<file path="config.mk">
export PLATFORM = sky130hd
export DESIGN_NAME = pab_queue
export DESIGN_NICKNAME = d
export VERILOG_FILES = /design/src/design/pab_pkg.sv /design/src/design/pab_queue.sv
export SDC_FILE = /design/constraint.sdc
export NUM_CORES = 1
export LEC_CHECK = 0
export BUFFER_PORTS_ARGS = -buffer_cell sky130_fd_sc_hd__buf_4
export CAP_MARGIN = 20
export CORE_MARGIN = 4
export CORE_UTILIZATION = 28
export DETAILED_ROUTE_END_ITERATION = 12
export GPL_TIMING_DRIVEN = 0
export MAX_ROUTING_LAYER = met4
export PLACE_DENSITY_LB_ADDON = 0.25
export SETUP_SLACK_MARGIN = 0.05
export SYNTH_ARGS = -nofsm -noshare
export SYNTH_HDL_FRONTEND = slang
export SYNTH_SLANG_ARGS = --single-unit
</file>
<file path="constraint.sdc">
create_clock -name clk_i -period 2.8 [get_ports clk_i]
set_input_delay 0.28 -clock clk_i [delete_from_list [all_inputs] [get_ports clk_i]]
set_output_delay 0.28 -clock clk_i [all_outputs]
set_load 0.02 [all_outputs]
</file>
<file path="src/design/pab_pkg.sv">
// pab_pkg: shared constants, types and helpers of the pixel alpha blender
// no dependencies
`default_nettype none

package pab_pkg;

  localparam int unsigned PAL_ENTRIES = 256;
  localparam int unsigned PAL_AW      = (PAL_ENTRIES > 1) ? $clog2(PAL_ENTRIES) : 1;
  localparam int unsigned CH_W        = 8;
  localparam int unsigned CFG_IDX_W   = 3;
  localparam int unsigned CFG_DATA_W  = 9;
  localparam int unsigned QUEUE_DEPTH = 4;
  localparam int unsigned QUEUE_AW    = $clog2(QUEUE_DEPTH);
  localparam int unsigned QUEUE_CW    = $clog2(QUEUE_DEPTH + 1);

  localparam logic [CH_W-1:0] FULL_WEIGHT = 8'd255;

  typedef enum logic [2:0] {
    MODE_MASK = 3'd0,
    MODE_RGB  = 3'd1,
    MODE_RGBA = 3'd2,
    MODE_PAL  = 3'd3,
    MODE_FILL = 3'd4
  } mode_e;

  typedef enum logic [CFG_IDX_W-1:0] {
    CFG_BLEND_MODE    = 3'd0,
    CFG_GLOBAL_ALPHA  = 3'd1,
    CFG_FILL_RED      = 3'd2,
    CFG_FILL_GREEN    = 3'd3,
    CFG_FILL_BLUE     = 3'd4,
    CFG_PAL_ALPHA_CNT = 3'd5
  } cfg_reg_e;

  typedef struct packed {
    logic [CH_W-1:0] r;
    logic [CH_W-1:0] g;
    logic [CH_W-1:0] b;
  } rgb_t;

  typedef struct packed {
    rgb_t            color;
    logic [CH_W-1:0] alpha;
  } pal_entry_t;

  typedef struct packed {
    rgb_t            src;
    rgb_t            dst;
    logic [CH_W-1:0] weight;
  } blend_item_t;

  // exact floor(x/255) for x up to 255*255
  function automatic logic [CH_W-1:0] div255(input logic [2*CH_W-1:0] x);
    logic [2*CH_W:0] t;
    t = {1'b0, x} + (2*CH_W+1)'(x[2*CH_W-1:CH_W]) + (2*CH_W+1)'(1);
    return t[2*CH_W-1:CH_W];
  endfunction

endpackage

`default_nettype wire

</file>
<file path="src/design/pab_queue.sv">
// pab_queue: short queue of blend items between the front and the back
// depends on pab_pkg
`default_nettype none

module pab_queue
  import pab_pkg::*;
(
  input  wire logic        clk_i,
  input  wire logic        rst_ni,
  input  wire blend_item_t push_item_i,
  input  wire logic        push_valid_i,
  output logic             push_ready_o,
  output blend_item_t      pop_item_o,
  output logic             pop_valid_o,
  input  wire logic        pop_ready_i
);

  blend_item_t         entries_q [QUEUE_DEPTH];
  logic [QUEUE_AW-1:0] wr_ptr_q, rd_ptr_q;
  logic [QUEUE_CW-1:0] count_q;
  logic                push, pop;

  assign push_ready_o = count_q != QUEUE_CW'(QUEUE_DEPTH);
  assign pop_valid_o  = count_q != '0;
  assign push         = push_valid_i && push_ready_o;
  assign pop          = pop_valid_o && pop_ready_i;
  assign pop_item_o   = entries_q[rd_ptr_q];

  always_ff @(posedge clk_i) begin
    if (push) begin
      entries_q[wr_ptr_q] <= push_item_i;
    end
  end

  always_ff @(posedge clk_i or negedge rst_ni) begin
    if (!rst_ni) begin
      wr_ptr_q <= '0;
      rd_ptr_q <= '0;
      count_q  <= '0;
    end else begin
      if (push) begin
        wr_ptr_q <= (wr_ptr_q == QUEUE_AW'(QUEUE_DEPTH - 1)) ? '0 : wr_ptr_q + 1'b1;
      end
      if (pop) begin
        rd_ptr_q <= (rd_ptr_q == QUEUE_AW'(QUEUE_DEPTH - 1)) ? '0 : rd_ptr_q + 1'b1;
      end
      case ({push, pop})
        2'b10:   count_q <= count_q + 1'b1;
        2'b01:   count_q <= count_q - 1'b1;
        default: ;
      endcase
    end
  end

  a_count_bound: assert property (@(posedge clk_i) disable iff (!rst_ni)
    count_q <= QUEUE_CW'(QUEUE_DEPTH))
    else $error("queue count beyond depth");

  a_push_grows: assert property (@(posedge clk_i) disable iff (!rst_ni)
    push && !pop |=> count_q == $past(count_q) + 1'b1)
    else $error("queue count did not grow on push");

  a_pop_shrinks: assert property (@(posedge clk_i) disable iff (!rst_ni)
    pop && !push |=> count_q == $past(count_q) - 1'b1)
    else $error("queue count did not shrink on pop");

  a_ptr_gap: assert property (@(posedge clk_i) disable iff (!rst_ni)
    (count_q == '0 || count_q == QUEUE_CW'(QUEUE_DEPTH)) |-> wr_ptr_q == rd_ptr_q)
    else $error("queue pointers out of step with count");

endmodule

`default_nettype wire

</file>
# Word level (Yosys, flattened, before mapping)
# Memories as Yosys holds them, arrays and structs flattened.
# Index checks and enable logic that the tools add are counted.
[op_classes]
add_sub_neg = 4
n_eq_ne = 5
n_mux = 5
n_reduce_logical = 4
[op_table]
columns = ["cell", "count"]
rows = [
  ["$eq 2x2->1 const B", 3],
  ["$pmux 3 s2", 1],
  ["$add 2x1->2 const B", 2],
  ["$mux 2", 2],
  ["$add 3x1->3 const B", 1],
  ["$ne 3x3->1 const B", 1],
  ["$reduce_bool 3->1", 1],
  ["$sub 3x1->3 const B", 1],
  ["$eq 2x1->1 const B", 1],
  ["$logic_and 1x1->1", 2],
  ["$mux 1", 2],
  ["$reduce_bool 2->1", 1],
]
[word_totals]
ff_bits = 7
ram_bits = 224
inputBits = 60
output_inout_bits = 58
memories = 1
[memory_table]
columns = ["memory", "depth", "word_bits", "rd", "rd_clocked_by_memory_dff", "wr", "line_no", "rtl"]
rows = [
  ["entries_q", 4, 56, 1, 0, 1, "pab_queue.sv:18", "blend_item_t entries_q [QUEUE_DEPTH];"],
]

# Longest topological paths before layout
# Gate-level depths: netlist of run 1.
[logic_depth]
word_depth = 4
mapped_depth = 9
mapped_depth_nobuf = 9

# Least setup slack after synthesis of run 1
# Ideal clock, no wire load.
[synth_path]
path_type = "flip-flop to flip-flop"
startpoint = "register count_q[0]"
endpoint = "register count_q[2]"
arrival_ns = 2.039
path_slack_ns = 0.681
path_stages_with_launch = 10
n_path_buf = 0
cell_sequence = "dfrtp_1 > or3b_4 > and2_4 > inv_1 > ha_1 > inv_1 > fa_1 > xor2_1 > nor2_1 > xor2_1"
[synth_via]
elab_chain_len = 4
word_cells_on_any_way = 10
classes_between = "add/sub (2); eq/ne (3); mux (1); reduce/logical (4)"
[synth_lines]
columns = ["element", "line_no", "rtl"]
rows = [
  ["from (decl)", "pab_queue.sv:20", "logic [QUEUE_CW-1:0] count_q;"],
  ["from (signal assigned)", "pab_queue.sv:48", "2'b10: count_q <= count_q + 1'b1;"],
  ["from (signal assigned)", "pab_queue.sv:49", "2'b01: count_q <= count_q - 1'b1;"],
  ["$ne 3x3->1 (*)", "pab_queue.sv:23", "assign push_ready_o = count_q != QUEUE_CW'(QUEUE_DEPTH);"],
  ["named net push_ready_o", "pab_queue.sv:12", "output logic push_ready_o,"],
  ["$logic_and 1x1->1 (*)", "pab_queue.sv:25", "assign push = push_valid_i && push_ready_o;"],
  ["$eq 2x1->1 or $eq 2x2->1 (tied branches)", "pab_queue.sv:47", "case ({push, pop})"],
  ["$pmux 3 s2 or $reduce_bool 2->1 (tied branches)", "--", ""],
]
# The timed path passes the listed nets; every way through them passes the cells marked *.
# A chain may end at the register's enable or synchronous reset.

==> key figures, run 1 <==
STA
  • Worst setup margin: 0.319 ns
  • Count of pins over their slew limit: 0
  • Hold slack: 0.116 ns
  • Final Hold Vio Count: 0
  • Setup violators final: 0
  • Clk_skew: 0.00622 ns
  • Max frequency: 403 MHz
  • RSZ-0062 raised after global routing: no
  • Least-Margin Pin Slew: a little over 0.7 ns
  • Post-route setup TNS: 0 ns
  • Final period util: 0.886
  • Slew Limit Headroom: 0.529
  • Fin crit period: 2.48 ns

Min path
  • Hold Crit Class: primary input to async pin

Synth
  • Synthesis Warnings: 0
  • Seq cells post-synth: 231
  • Number of library cell types mapped by synthesis: 21
  • Area share of the largest cell type after synthesis: 0.788
  • Cells after Synth: 333
  • Async S/R FF share, synth: 0.0303
  • Syn Std Cell Area: 8530 sq um
  • Most common flop cell mapped by yosys: edfxtp_1
  • Avg Inst Size Synth: 25.6 sq um
  • Top-count cell post-synth: edfxtp_1
  • Seq/Total Area, Yosys: 0.809
  • Leading area contributor after synthesis: edfxtp_1
  • Top post-synthesis cells by count: edfxtp_1 (224), mux4_2 (56), dfrtp_1 (7), inv_1 (7), ha_1 (6)
  • EDFF count, synth: 224
  • Syn Nets: 400
  • Area contributors post-synth: edfxtp_1 (79%), mux4_2 (15%), dfrtp_1 (2.1%)

Critical path
  • Worst path max stage delay: 0.53 ns
  • Flop-to-flop setup slack: 0.58 ns
  • Reg-to-reg startpoint: count_q[0]
  • WP data arrival: roughly 2.2 ns
  • Endpoint class of the critical path: primary output
  • Worst Path Max Fanout: 10
  • CP Class: flip-flop to primary output
  • Slowest cell on crit path: mux4_2
  • Critical Path RT: around 2.5 ns
  • Most used cell along the critical path: buf_6
  • Crit-path cells: buf_2 > buf_6 > buf_6 > mux4_2 > buf_4
  • Worst setup SP type: flip-flop
  • Reg2reg path depth: 9
  • Reg2reg end: count_q[2]

Route
  • Vias: approximately 4,100
  • Pre-antenna DRT Iters: 4
  • DR top layer: met4
  • Post-Route WL: 17,300 um
  • First DRT Iteration DRCs: 195
  • WL met1: 7730 um
  • Met3 Routed Length: 790 um
  • Residual DRC: 0
  • Post-DR vias/cell: 4.30
  • WL met2: 8270 um
  • DR WL/cell: 18.2 um
  • Antenna-violating nets left: 0

Global routing
  • Initial antenna violation count: 0
  • Vias in the first global route: 4,603
  • First-pass GRT wire length: 26,600 um
  • Pin count of the biggest net entering global routing: 36
  • Total grt overflow: 0
  • Tot GR Track Use: 0.106

Floorplan
  • Starting Density: 0.286
  • IO Pins: 118
  • Die Y: 183 um
  • Die area: 33,300 sq um
  • Row count: 63
  • Core ar.: 29,900 sq um
  • Die W: 183 um

Clock network
  • CTS H-tree depth: 1
  • Clock Sink Count: 231
  • CTS tree: done
  • Num CTS Buffers: 26
  • CTS clock-pin slew for the worst setup and hold paths: 0.06 ns
  • Max Root-Sink Buffers: 3
  • Worst skew pair latency: roughly 0.52 ns
  • Root Buffer: clkbuf_16
  • Postcts setup bufs: 0

Power
  • Total Power: 12.2 mW
  • Pint: approximately 8.5 mW
  • Switching Fraction: 0.307
  • P_sw: 3.75 mW
  • Worst VDD drop: 0.000663 V
  • Comb pwr share: 0.346
  • Leak pwr: between 3 and 4 nW
  • Sequential Power Share: 0.388
  • Power share of the clock group: 0.266
  • Pwr/cell area: 1070 nW/um^2

Finish
  • Final cell count without fillers: 949
  • Ant diodes: 0
  • Core Util, Final: 0.383
  • Final Cell Area: between 10,000 and 15,000 sq um
  • Synth-to-Final Area Change: 33.9%
  • Post-layout net count: 606
  • Multi-input gate area: 1530 sq um
  • Share of layout cells above drive strength 1: 0.424
  • Reg area: about 7000 sq um
  • Fillers: 2,671

Place
  • Worst slack at placement: 0.585 ns
  • HPWL after DPL: approximately 11,000 um
  • RD Place Congestion: 0.691
  • DP Area: 10,000 sq um
  • Post-Place Cells: 844
  • # port buffers: 117

Run
  • Total of max-cap violations: 0

Run status
  • Status: complete, no violations
-- cells by family after synthesis --
| kind of cell | count (synthesis) | share of synthesized area |
|---|---|---|
| XOR/XNOR | 3 | 0.00308 |
| adder cells (fa/ha/maj) | 7 | 0.0111 |
| buffers and inverters | 20 | 0.0135 |
| flip-flops | 231 | 0.809 |
| multiplexers | 61 | 0.155 |
| AND/OR/NAND/NOR | 11 | 0.00850 |
-- critical path: cells and delay by family (launching register included) --
family / cells / cell delay [ns]
buffers and inverters: 4 / 0.78
muxes: 1 / 0.53
DFF: 1 / 0.36
-- per-layer routing --
metal  vias to the layer above  global-route usage
met4                         0              0.0297
met3                        34              0.0225
li1                       1835                   -
met1                      2112               0.140
met5                         -                   -
met2                       100               0.167
-- layout make-up --
cell class,count,share of cell area
Inverter,7,0.00230
Buffer,13,0.00777
Multi-Input combinational cell,82,0.134
Clock inverter,20,0.0134
Clock buffer,28,0.0594
Timing Repair Buffer,178,0.136
Sequential cell,231,0.604
Tap cell,390,0.0427
-- repair_timing --
item / in CTS / in global routing
setup endpoints to repair: 0 / 0
hold buffers: 57 / 0
endpoints found under the hold margin: 231 / 0
gates resized for setup: 0 / 0
-- placed cells by master, fill, tap and decap left out, types with 5 or more instances in the layout --
cell           Yosys  routed
buf_2              5       5
buf_4              3     120
clkbuf_16          0      27
clkinv_1           0       9
clkinv_2           0       5
dfrtp_1            7       7
dlygate4sd3_1      0      57
edfxtp_1         224     224
ha_1               6       6
inv_1              7       7
mux4_2            56      56
-- power by group through the flow --
stage	Combinational (mW)	Clock, mW	Sequential [mW]
detailed placement	4.31	0	4.82
global placement	4.14	0	4.80
CTS	4.39	3.35	4.75
finish	4.23	3.25	4.73
floorplan	2.59	0	4.76
global route	4.57	3.50	4.79
-- registers in the layout, summed over array words and instances (netlist names) --
register   flops
rd_ptr_q       2
wr_ptr_q       2
count_q        3
entries_q    224
-- worst max path at each step --
stage | startpoint | endpoint | slack [ns] | cells past startpoint
final | rd_ptr_q[0] | pop_item_o[42] | 0.32 | 5
after global placement | count_q[2] | entries_q[2][43] | 0.32 | 2
after floorplan | count_q[0] | count_q[2] | 0.68 | 9
after global routing | rd_ptr_q[0] | pop_item_o[42] | 0.16 | 5
after detailed placement | count_q[0] | count_q[2] | 0.58 | 9
after CTS | rd_ptr_q[0] | pop_item_o[42] | 0.20 | 5
Power figures use the tool's default switching activity.
==> run 2, diff against run 1 <==
--- a/config.mk
+++ b/config.mk
@@ -13,7 +13,7 @@
 export GPL_TIMING_DRIVEN = 0
 export MAX_ROUTING_LAYER = met4
 export PLACE_DENSITY_LB_ADDON = 0.25
-export SETUP_SLACK_MARGIN = 0.05
+export SETUP_SLACK_MARGIN = 0.3
 export SYNTH_ARGS = -nofsm -noshare
 export SYNTH_HDL_FRONTEND = slang
 export SYNTH_SLANG_ARGS = --single-unit
==> constraint.sdc (replaced) <==
create_clock -name clk_i -period 2.55 [get_ports clk_i]
set_input_delay 0.255 -clock clk_i [delete_from_list [all_inputs] [get_ports clk_i]]
set_output_delay 0.255 -clock clk_i [all_outputs]
set_load 0.02 [all_outputs]
==> run 2 against run 1 <==
  * Sequential cell count unchanged
  * Register-to-register slack worse by 0.22 ns
  * Wire length increased by 2.6%
  * Largest power group is now combinational logic
  * Clock-buffer cell count unchanged
==> key figures, run 2 (same netlist as run 1, synthesis figures left out) <==
Floorplan
  • Die Y: 183 um
  • IO Pins: 118
  • Starting Density: 0.286
  • Row count: 63
  • Die area: 33,300 sq um
  • Die W: ~180 um
  • Core ar.: 29,900 sq um

Finish
  • Commonest cells after routing, fill and taps aside: edfxtp_1 (224), buf_4 (68), buf_6 (61), dlygate4sd3_1 (57), mux4_2 (56)
  • Final Cell Area: around 12,000 sq um
  • Share of layout cells above drive strength 1: 0.442
  • Reg area: 6900 sq um
  • Synth-to-Final Area Change: 40.1%
  • Ant diodes: 0
  • Number of flip-flops in the largest register: 224
  • Post-layout net count: between 600 and 700
  • Fillers: ~2,700
  • Multi-input gate area: 1530 sq um
  • Biggest regs: entries_q x224, count_q x3
  • Final cell count without fillers: 963
  • Commonest non-fill, non-tap cell in the layout: edfxtp_1
  • Top reg by flops: entries_q

Critical path
  • CP endpoint: pop_item_o[34]
  • CP Class: flip-flop to primary output
  • Reg2reg path depth: 9
  • Reg-to-reg startpoint: count_q[0]
  • Reg2reg end: count_q[2]
  • Worst Path Max Fanout: 6
  • Endpoint class of the critical path: primary output
  • WP data arrival: 2.03 ns
  • Worst setup SP type: flip-flop
  • Flop-to-flop setup slack: 0.36 ns
  • Critical path launch point: rd_ptr_q[0]
  • Critical Path RT: 2.30 ns

STA
  • Post-route setup TNS: 0 ns
  • RSZ-0062 raised after global routing: yes
  • Least-Margin Pin Slew: 0.415 ns
  • Slew Limit Headroom: 0.723
  • Final period util: 0.897
  • Fin crit period: 2.29 ns
  • Setup violators final: 0
  • Count of pins over their slew limit: 0
  • Max frequency: 437 MHz
  • Final Hold Vio Count: 0
  • Clk_skew: ~0.0057 ns

Clock network
  • CTS tree: done
  • CTS clock-pin slew for the worst setup and hold paths: roughly 0.060 ns
  • Num CTS Buffers: 26
  • Root Buffer: clkbuf_16
  • CTS H-tree depth: 1
  • Clock Sink Count: 231
  • Worst skew pair latency: 0.52 ns
  • Max Root-Sink Buffers: 3

Global routing
  • Pin count of the biggest net entering global routing: 36
  • Tot GR Track Use: 0.107
  • Initial antenna violation count: 0
  • Total grt overflow: 0
  • First-pass GRT wire length: approximately 27,000 um
  • Vias in the first global route: 4,630

Power
  • Comb pwr share: 0.394
  • Pint: 10.1 mW
  • Sequential Power Share: 0.359
  • Worst VDD drop: 0.000732 V
  • Switching Fraction: 0.301
  • Pwr/cell area: 1210 nW/um^2
  • Leak pwr: 4.18 nW
  • Power share of the clock group: 0.247
  • P_sw: 4.35 mW

Place
  • Post-Place Cells: approximately 840
  • DP Area: 10,000 sq um
  • RD Place Congestion: around 0.7
  • # port buffers: 117
  • HPWL after DPL: 10,700 um

Route
  • First DRT Iteration DRCs: 170
  • Residual DRC: 0
  • Antenna-violating nets left: 0
  • DR WL/cell: 18.4 um
  • Pre-antenna DRT Iters: 5
  • Vias: 4,154
  • Post-Route WL: 17,700 um
  • Post-DR vias/cell: 4.31

Min path
  • Hold Crit Class: primary input to async pin

Run status
  • Status: complete, no violations

Run
  • Total of max-cap violations: 0
run 2: layout make-up:
class | count | area share
inverters | 7 | 0.00220
flip-flops and latches | 231 | 0.577
well taps | 390 | 0.0408
repair buffers | 192 | 0.167
clock buffers | 28 | 0.0568
plain buffers | 13 | 0.0153
clock inverters | 20 | 0.0128
multi-input cells | 82 | 0.128
run 2: worst min path at each step:
stage | from | end | cells after the start
5_1_grt | rst_ni | count_q[0] | 2
4_1_cts | rst_ni | count_q[1] | 2
3_5_place_dp | rst_ni | wr_ptr_q[1] | 1
6_report | rst_ni | wr_ptr_q[0] | 2
3_3_place_gp | rst_ni | wr_ptr_q[1] | 1
2_1_floorplan | rst_ni | count_q[0] | 0
run 2: worst max-delay path, cell delays in order (launching register included):
cell	delay, ns
dfrtp_1	0.38
buf_6	0.13
buf_12	0.15
buf_12	0.13
mux4_2	0.55
buf_6	0.16
run 2: through the flow:
step / util / hold slack [ns] / setup slack, ns / total power [mW]
finish: 0.400 / 0.0886 / 0.263 / 14.5
global route: 0.400 / 0.0808 / 0.193 / 15.2
CTS: 0.391 / 0.0533 / 0.210 / 14.2
detailed placement: 0.336 / 0.0760 / 0.335 / 10.0
global placement: 0.331 / 0.0719 / 0.0725 / 9.82
floorplan: - / -0.0406 / 0.431 / 8.07
run 2: metal layers:
layer / vias to the layer above / share of wire / GRT usage
met4: 0 / 0.027 / 0.0297
met5: - / 0 / -
li1: 1861 / - / -
met1: 2155 / 0.44 / 0.142
met2: 104 / 0.48 / 0.168
met3: 34 / 0.044 / 0.0225
run 2: power groups by stage:
stage,sequential (mW),clock [mW],combinational (mW)
floorplan,5.22,0,2.84
finish,5.20,3.57,5.70
CTS,5.22,3.68,5.32
global route,5.27,3.85,6.09
global placement,5.27,0,4.54
detailed placement,5.29,0,4.73
run 2: what timing repair did:
action / in CTS / in global routing
hold endpoints to repair: 231 / 0
resized for setup: 46 / 41
endpoints found under the setup margin: 56 / 57
hold buffers: 57 / 0
setup buffers: 6 / 3
gates cloned: 1 / 4
pin swaps: 0 / 1
==> run 3, diff against run 2 <==
--- a/config.mk
+++ b/config.mk
@@ -5,6 +5,7 @@
 export SDC_FILE = /design/constraint.sdc
 export NUM_CORES = 1
 export LEC_CHECK = 0
+export ABC_AREA = 1
 export BUFFER_PORTS_ARGS = -buffer_cell sky130_fd_sc_hd__buf_4
 export CAP_MARGIN = 20
 export CORE_MARGIN = 4
==> run 3 against run 2 <==
  * Sequential share of layout area fell by 3.1 points
  * Die area rose by 13%
  * First-iteration DRC count is 58% higher
  * Total power rose by 2.4%
  * Non-clock buffer count rose by 16
  * Cell count rose by 44%
  * Via count rose by 39%
  * Cell area increased by 5.7%
  * Worst hold slack got worse by 0.0057 ns
  * Register-to-register slack improved by 0.21 ns
  * Wire length increased by 32%
  * Synthesized cell count increased by 110%
  * Critical path type unchanged
  * Largest cell class unchanged
==> key figures, run 3 <==
Critical path
  • Worst Path Max Fanout: 10
  • Critical Path RT: ~2.3 ns
  • Reg-to-reg startpoint: count_q[0]
  • Most used cell along the critical path: buf_6
  • Worst path max stage delay: 0.40 ns
  • CP Class: flip-flop to primary output
  • Worst setup SP type: flip-flop
  • Critical path launch point: rd_ptr_q[0]
  • Crit-path cells: buf_8 > buf_6 > buf_6 > o211ai_1 > nand2_1 > buf_4
  • WP data arrival: 1.87 ns
  • Slowest cell on crit path: dfrtp_1
  • Endpoint class of the critical path: primary output

Route
  • Antenna-violating nets left: 0
  • Post-DR vias/cell: roughly 4.2
  • Post-Route WL: 23,300 um
  • First DRT Iteration DRCs: about 270
  • Pre-antenna DRT Iters: 4
  • DR WL/cell: 16.8 um
  • Residual DRC: 0
  • Vias: 5,776

Synth
  • Syn Nets: 779
  • Top-count cell post-synth: edfxtp_1
  • EDFF count, synth: 224
  • Number of library cell types mapped by synthesis: 20
  • Area share of the largest cell type after synthesis: 0.695
  • Cells after Synth: 712
  • Top post-synthesis cells by count: edfxtp_1 (224), nand2_1 (183), inv_1 (123)
  • Leading area contributor after synthesis: edfxtp_1
  • Syn Std Cell Area: 9680 sq um
  • Seq cells post-synth: 231
  • Async S/R FF share, synth: 0.0303
  • Avg Inst Size Synth: 13.6 sq um
  • Area contributors post-synth: edfxtp_1 (70%), o211ai_2 (7.2%), nand2_1 (7.1%)
  • Seq/Total Area, Yosys: 0.713
  • Most common flop cell mapped by yosys: edfxtp_1
  • Synthesis Warnings: 0

Power
  • Total Power: 14.8 mW
  • Worst VDD drop: 0.000465 V
  • Pwr/cell area: 1170 nW/um^2
  • Leak pwr: 5.03 nW

Place
  • DP Area: between 10,000 and 15,000 sq um
  • RD Place Congestion: 0.690
  • Worst slack at placement: 0.442 ns
  • # port buffers: 117
  • HPWL after DPL: 14,800 um
  • Post-Place Cells: 1,285

Clock network
  • Clock Sink Count: between 200 and 250
  • Max Root-Sink Buffers: 3
  • Root Buffer: clkbuf_16
  • Num CTS Buffers: 25
  • Worst skew pair latency: 0.51 ns
  • CTS H-tree depth: 1
  • CTS tree: done
  • CTS clock-pin slew for the worst setup and hold paths: 0.06 ns

Floorplan
  • Die W: 194 um
  • Core ar.: 33,800 sq um
  • IO Pins: 118
  • Die Y: 194 um
  • Row count: 67
  • Starting Density: 0.286
  • Die area: approximately 38,000 sq um

Finish
  • Top reg by flops: entries_q
  • Final Cell Area: 12,600 sq um
  • Commonest non-fill, non-tap cell in the layout: edfxtp_1
  • Biggest regs: entries_q x224, count_q x3
  • Commonest cells after routing, fill and taps aside: edfxtp_1 (224), nand2_1 (182), buf_4 (124), inv_1 (123), dlygate4sd3_1 (59)
  • Fillers: 3,213
  • Number of flip-flops in the largest register: 224
  • Synth-to-Final Area Change: 30.6%
  • Post-layout net count: around 1,000
  • Final cell count without fillers: 1,385
  • Ant diodes: 0
  • Core Util, Final: 0.374
  • Share of layout cells above drive strength 1: 0.273

Global routing
  • Initial antenna violation count: 0
  • Vias in the first global route: 6,021
  • First-pass GRT wire length: between 30,000 and 40,000 um
  • Pin count of the biggest net entering global routing: 27
  • Total grt overflow: 0
  • Tot GR Track Use: 0.126

STA
  • Hold slack: 0.0830 ns
  • Clk_skew: 0.0134 ns
  • RSZ-0062 raised after global routing: yes
  • Fin crit period: 2.13 ns
  • Least-Margin Pin Slew: 0.551 ns
  • Final period util: 0.834
  • Setup violators final: 0
  • Slew Limit Headroom: 0.632
  • Post-route setup TNS: 0 ns
  • Max frequency: 470 MHz
  • Worst setup margin: ~0.42 ns
  • Count of pins over their slew limit: 0
  • Final Hold Vio Count: 0

Run
  • Total of max-cap violations: 0

Run status
  • Status: complete, no violations

Min path
  • Hold Crit Class: primary input to async pin
-- run 3: cell families after synthesis --
logic type	synth area share
AO/OA/AOI/OAI	0.116
buffers and inverters	0.0820
flip-flops	0.713
XOR/XNOR	0.000905
adder cells (fa/ha/maj)	0.00983
AND/OR/NAND/NOR	0.0776
-- run 3: final timing paths --
kind	cells past startpoint	to	slack [ns]
max	6	pop_item_o[34]	0.42
min	2	wr_ptr_q[0]	0.08
max reg2reg	10	count_q[2]	0.57
min reg2reg	1	count_q[0]	0.50
max in group asynchronous	2	rd_ptr_q[1]	2.33
min in group clk_i	2	entries_q[3][39]	0.48
-- run 3: what timing repair did --
action	4_1_cts	5_1_grt
gates cloned	0	0
endpoints found under the hold margin	235	0
setup buffers	0	0
endpoints found under the setup margin	28	35
hold buffers	59	0
gates resized for setup	4	5
-- run 3: critical path, delay by kind of cell (launching register included) --
kind,cells,cell delay (ns)
and+or+nand+nor,1,0.12
DFF,1,0.40
AOI/OAI and AO/OA,1,0.17
buffers and inverters,4,0.65
-- run 3: report_power, final --
group	leakage, nW	total, mW	switching (mW)	internal, mW
sequential	2.14	5.19	0.208	4.99
clock	0.350	3.24	1.36	1.88
combinational	2.54	6.38	3.97	2.42
total	5.03	14.8	5.53	9.28
-- run 3: metal layers --
layer | GRT usage | up-vias | routed length (um)
li1 | - | 2888 | -
met1 | 0.163 | 2745 | 10500
met2 | 0.209 | 111 | 11300
met3 | 0.0193 | 32 | 1060
met4 | 0.0313 | 0 | 418
met5 | - | - | 0
-- run 3: final cells by class --
| cell class | instances | area [sq um] | share of cell area |
|---|---|---|---|
| Tap cell | 448 | 561 | 0.0444 |
| Buffer | 37 | 338 | 0.0267 |
| Inverter | 126 | 473 | 0.0374 |
| Clock inverter | 9 | 67.6 | 0.00535 |
| Clock buffer | 32 | 652 | 0.0516 |
| Multi-Input combinational cell | 318 | 2010 | 0.159 |
| Timing Repair Buffer | 184 | 1630 | 0.129 |
| Sequential cell | 231 | 6900 | 0.546 |
